$ cat src/rtl/msb_pkg.sv
// msb_pkg: shared types and constants for the merge sort buffer.
// Beat structs for the command and result ports, cell control, FSM states.
// No dependencies.
`default_nettype none

package msb_pkg;

    localparam int MSB_MAX_ITEMS = 64;
    localparam int MSB_KEY_BITS  = 32;

    typedef struct packed {
        logic signed [31:0] key_in;
        logic               last_in;
    } msb_in_beat_t;

    typedef struct packed {
        logic signed [31:0] key_out;
        logic               last_out;
        logic               overflow;
    } msb_out_beat_t;

    // control broadcast to every cell of the chain
    typedef struct packed {
        logic load;   // insert the new key into the sorted row
        logic shift;  // move every key one cell toward cell 0
    } msb_ctl_t;

    typedef enum logic {
        MSB_LOAD,
        MSB_EMIT
    } msb_state_t;

endpackage : msb_pkg

`default_nettype wire

$ cat src/rtl/msb_cell.sv
// msb_cell: one slot of the sorted chain; holds a key and its valid bit.
// Depends on msb_pkg (msb_ctl_t).
`default_nettype none

module msb_cell #(
    parameter int KEY_BITS = msb_pkg::MSB_KEY_BITS
) (
    input  wire                        clk,
    input  wire                        rst_n,
    input  msb_pkg::msb_ctl_t          ctl,
    input  wire logic signed [KEY_BITS-1:0] key_new,
    input  wire logic                  prev_take,
    input  wire logic signed [KEY_BITS-1:0] prev_key,
    input  wire logic                  prev_valid,
    input  wire logic signed [KEY_BITS-1:0] next_key,
    input  wire logic                  next_valid,
    output logic signed [KEY_BITS-1:0] key_q,
    output logic                       valid_q,
    output logic                       take
);
    import msb_pkg::*;

    logic signed [KEY_BITS-1:0] key_reg, key_next;
    logic                       valid_reg, valid_next;

    // new key belongs at or before this slot
    assign take = !valid_reg || (key_reg > key_new);

    always_comb
    begin
        key_next   = key_reg;
        valid_next = valid_reg;
        if (ctl.load && take)
        begin
            // shifted-in slot inherits the neighbor's valid; empty tail stays empty
            key_next   = prev_take ? prev_key : key_new;
            valid_next = prev_take ? prev_valid : 1'b1;
        end
        else if (ctl.shift)
        begin
            key_next   = next_key;
            valid_next = next_valid;
        end
    end

    always_ff @(posedge clk or negedge rst_n)
    begin
        if (!rst_n)
            valid_reg <= 1'b0;
        else
            valid_reg <= valid_next;
    end

    always_ff @(posedge clk)
    begin
        key_reg <= key_next;
    end

    assign key_q   = key_reg;
    assign valid_q = valid_reg;

endmodule : msb_cell

`default_nettype wire

$ cat config.mk
export PLATFORM = sky130hd
export DESIGN_NAME = msb_cell
export DESIGN_NICKNAME = d
export VERILOG_FILES = /design/src/rtl/msb_pkg.sv /design/src/rtl/msb_cell.sv
export SDC_FILE = /design/constraint.sdc
export NUM_CORES = 1
export LEC_CHECK = 0
export CAP_MARGIN = 10
export CORE_MARGIN = 2
export CORE_UTILIZATION = 55
export CTS_BUF_LIST = sky130_fd_sc_hd__clkbuf_4 sky130_fd_sc_hd__clkbuf_8
export DETAILED_ROUTE_END_ITERATION = 8
export DONT_BUFFER_PORTS = 1
export GPL_TIMING_DRIVEN = 0
export PLACE_DENSITY = 0.8
export SLEW_MARGIN = 20
export SYNTH_ARGS = -nofsm -noshare
export SYNTH_HDL_FRONTEND = slang
export SYNTH_SLANG_ARGS = --single-unit
export TNS_END_PERCENT = 20
$ cat constraint.sdc
create_clock -name clk -period 4.1 [get_ports clk]
set_input_delay 0.41 -clock clk [delete_from_list [all_inputs] [get_ports clk]]
set_output_delay 0.41 -clock clk [all_outputs]
set_load 0.005 [all_outputs]
; ---- After elaboration in Yosys (flattened, before gate mapping)
; Cells that the tools add are included.
; Widths: inputs -> output; s select.
[word_totals]
ff_bits = 33
latchBits = 0
ram_bits = 0
romBits = 0
out_inout_bits = 34
memories = 0
[classes]
add_sub_neg = 0
n_mul = 0
div = 0
n_lt_le_gt_ge = 1
n_eq_ne = 0
shift = 0
n_mux = 6
bitwise = 0
n_reduce_logical = 4
[ops]
columns = operator, n
row1 = $mux 32, 3
row2 = $gt 32x32->1, 1
row3 = $mux 1, 3
row4 = $reduce_bool 2->1, 1
row5 = $logic_and 1x1->1, 1
row6 = $logic_not 1->1, 1
row7 = $logic_or 1x1->1, 1

; ---- Longest topological paths before layout
[logic_depth]
ltp_word = 4
mapped_depth = 10
ltp_nobuf = 9

; ---- Worst setup path before layout
; Ideal clock, no wire load.
[synth_timing]
path_type = input port to flip-flop
from = input key_new[31]
to = register key_reg[0], in the netlist key_q[0], enable pin
t_arrival_ps = 2909
setup_slack_ps = 861
stages = 10
cell_sequence = inv_1 ha_1 nand4_1 or4_4 nand2b_4 and3_2 a2bb2oi_2 o311ai_2 buf_6 or2_2
[synth_between]
elab_chain_len = 4
[synth_lines]
columns = item, line
row1 = start: declaration, msb_cell.sv:11  ; input wire logic signed [KEY_BITS-1:0] key_new,
row2 = $gt 32x32->1, msb_cell.sv:27  ; assign take = !valid_reg || (key_reg > key_new);
row3 = $logic_or 1x1->1, msb_cell.sv:27
row4 = $logic_and 1x1->1, msb_cell.sv:33  ; if (ctl.load && take)
row5 = $reduce_bool 2->1 (no line), -
row6 = end signal: assignment, msb_cell.sv:56  ; key_reg <= key_next;
row7 = end: declaration, msb_cell.sv:23  ; logic signed [KEY_BITS-1:0] key_reg, key_next;
; Every way passes these cells.
; A chain may end at the register's enable or synchronous reset.

; ---- Worst setup path in the final report
[layout_timing]
from = register key_reg[31], in the netlist key_q[31]
to = register key_reg[15], in the netlist key_q[15], enable pin
[layout_between]
elab_chain_len = 4
[layout_lines]
columns = item, line
row1 = $gt 32x32->1, msb_cell.sv:27
row2 = $logic_or 1x1->1, msb_cell.sv:27
row3 = $logic_and 1x1->1, msb_cell.sv:33
row4 = $reduce_bool 2->1 (no line), -
; Every way passes these cells.

==> flow_summary.yaml <==
timing:
  min_period_ps: 3710
  tns_ps: 0
  setup_slack_ps: 391
  fin_crit_sh_pct: 90.5
  skew_ps: 6.48
  max_freq_ghz: 0.270
  slew_headroom_pct: 44.3
  fin_hold_ws_ps: 308
  setup_viol: 0
  worst_pin_slew_ps: 834
  drv_slew: 0
  finalHoldViolations: 0
  rsz0062_at_grt: "no"
floorplanning:
  initial_utilization_pct: 57.4
  row_count: 25
  die_w_microns: 74.2
  core_area_sq_um: 4720
  die_height_microns: 74.2
  ios: 137
  die_area_sq_um: 5500
worst_setup_path:
  worst_r2r_path_depth: 9
  critical_path_class: "flop to flop"
  cp-startpoint: "key_q[31]$_DFFE_PP_"
  r2r-start: "key_q[31]$_DFFE_PP_"
  crit_path_end_kind: "flop"
  r2r_end: "key_q[15]$_DFFE_PP_"
  critPathSlowestCell: "or4_4"
  cp_data_arrival_time_ps: 3640
  max_stage_delay_ps: 590
  rrSetupSlack_ps: 390
  worst-path-buf-inv: 1
  cp_top_family: "simple AND/OR/NAND/NOR gates"
  critPathMaxFanout: 32
  critPathLaunchType: "flop"
  worstPathCellList: "ha_1, nand4_1, or4_4, nand2b_4, and3_2, o21ai_0, o311ai_2, buf_6, or2_2"
  endpoint: "key_q[15]$_DFFE_PP_"
  crit_cells: 9
  worstPathRequired_ps: 4030
drt:
  ant_nets: 0
  dr.pass1.iters: 4
  route.vias.total: 1991
  wl_met2_microns: 2980
  routed-wl-met3_microns: 426
  wl_microns: 5930
  routed.top_layer: "met4"
  drc: 0
  viasPerCell: 5.80
  met1Wirelength_microns: 2430
  drt-initial-drc-count: 82
  avgRoutedWirePerCell_microns: 17.3
finish:
  n_antenna_cell: 0
  post_route_cells_drive_above_1_share_pct: 18.1
  design_area_sq_um: 2890
  post-route-util_pct: 61.1
  fill_cells: 401
  fin_cells: 343
  syn_to_final_growth_pct: 6.46
  nets: 410
logic_synthesis:
  synth_most_common_cell: "nand2_1"
  yosys_most_used_dff: "edfxtp_1"
  synth-seq-cells: 33
  syn_area_sq_um: 2710
  synth_area_leaders: "edfxtp_1 35%, mux2_4 16%, ha_1 15%, o21ai_0 6.6%, nand2_1 5.5%"
  synth_top_area_cell: "edfxtp_1"
  synth.distinct_cells: 31
  synth_edf_count: 32
  syn_avg_cell_area_sq_um: 10.2
  synth_async_sr_flop_share_pct: 3.03
  ys_seq_area_share_pct: 36.4
  yosys.area.top_type_share_pct: 35.5
  syn_inst: 267
  ys_warn_count: 0
  syn_nets: 402
  ys_top_cells_by_count: "40 x nand2_1, 36 x o21ai_0, 35 x inv_1"
cts:
  clk-insertion-delay-late_ps: 280
  clock-sinks: 33
  cts_made_buffers: 5
  clk_pin_slew_ps: 70
  cts_resized: 0
  cts_buffer_depth: 2
  cts_tree: "done"
  htreeDepth: 2
  clockRootBuffer: "clkbuf_8"
pwr:
  internal_power_mw: 1.06
  power_density_nw_per_um2: 573
  pwr-share-clk_pct: 14.2
  power.total_mw: 1.65
  power_frac_comb_pct: 44.8
  p_seq_share_pct: 41.0
  switchingPower_mw: 0.598
  vdd.ir_drop.worst_v: 0.000258
  switching_share_pct: 36.1
  p_leak_nw: 1.32
grt:
  grtUsageTotal_pct: 21.6
  grt_start_max_net_pins: 33
  grt_pass1_wl_microns: 8910
  grt_overflow: 0
  antenna_found_initial: 0
  grt_pass1_vias: 1896
run:
  drv_cap: 0
place:
  dp_slack_ps: 411
  placedInstanceArea_sq_um: 2790
  placed_cells: 334
  numPortBuffers: 0
  gp_congestion: 0.713
  hpwlAfterDp_microns: 4700
run_status:
  outcome: "finished clean"
hold_path:
  worst_hold_path_type: "input pin to flop"
[what timing repair did]
item / 4_1_cts / 5_1_grt
hold buffers: 1 / 0
setup buffers: 0 / 0
endpoints found under the hold margin: 1 / 0
[worst min-delay path by stage]
stage,from,endpoint,slack [ps],depth (start not counted)
6_report,prev_valid,valid_q$_DFFE_PN0P_,310,2
3_5_place_dp,rst_n,valid_q$_DFFE_PN0P_,110,0
5_1_grt,prev_valid,valid_q$_DFFE_PN0P_,300,2
3_3_place_gp,rst_n,valid_q$_DFFE_PN0P_,110,0
2_1_floorplan,rst_n,valid_q$_DFFE_PN0P_,110,0
4_1_cts,prev_valid,valid_q$_DFFE_PN0P_,300,2
[state kept, by name, indices dropped and copies added, names as in the netlist]
name and count:
valid_q 1, key_q 32
[layout make-up]
type / instances / area (sq um) / area share [%]
flip-flops and latches: 33 / 986 / 34.2
clock inverters: 3 / 12.5 / 0.434
well taps: 67 / 83.8 / 2.91
inverters: 35 / 131 / 4.55
multi-input cells: 189 / 1530 / 53.1
plain buffers: 10 / 61.3 / 2.12
clock buffers: 5 / 68.8 / 2.39
repair buffers: 1 / 10.0 / 0.347
[power by group through the flow]
| stage | Clock [mW] | Sequential, mW | Combinational, mW |
|---|---|---|---|
| 6_report | 0.234 | 0.678 | 0.741 |
| 5_1_grt | 0.253 | 0.693 | 0.824 |
| 4_1_cts | 0.238 | 0.680 | 0.749 |
| 3_5_place_dp | 0 | 0.688 | 0.744 |
| 3_3_place_gp | 0 | 0.680 | 0.720 |
| 2_1_floorplan | 0 | 0.645 | 0.613 |
[per-layer routing]
layer | global-route usage (%) | vias up
li1 | - | 970
met1 | 25.4 | 930
met2 | 37.7 | 83
met3 | 6.50 | 8
met4 | 7.47 | 0
met5 | 0 | -
[kinds of logic (layout without fill, tap and decap cells)]
| family | after synthesis | after routing | synth area share (%) |
|---|---|---|---|
| compound gates | 60 | 60 | 12.6 |
| mux | 35 | 35 | 18.3 |
| flops | 33 | 33 | 36.4 |
| buf+inv | 45 | 54 | 7.11 |
| fa+ha+maj | 32 | 32 | 14.8 |
| simple gates | 62 | 62 | 10.8 |
[layout by cell type (no fill, tap or decap)]
master,Yosys,final
o21ai_0,36,36
or3_1,1,1
mux2_2,5,5
o211ai_1,2,2
a21bo_2,1,1
o311ai_2,1,1
a2bb2oi_2,1,1
edfxtp_1,32,32
ha_1,32,32
dfrtp_1,1,1
a21oi_1,16,16
nor4_1,1,1
dlygate4sd3_1,0,1
and3_2,1,1
clkbuf_8,0,5
nand2b_4,1,1
o21a_1,1,1
clkbuf_1,5,5
nand2_1,40,40
buf_2,1,1
nand3_1,3,3
nor2b_1,2,2
mux2i_1,2,2
clkinv_2,0,1
a221oi_1,1,1
clkinv_1,0,2
inv_1,35,35
or2_2,1,1
buf_6,3,3
mux2_4,28,28
buf_1,1,1
nor3_1,3,3
or4_4,1,1
nand4_1,8,8
a21o_1,1,1
Note: power is estimated with default switching activity, not from simulation.
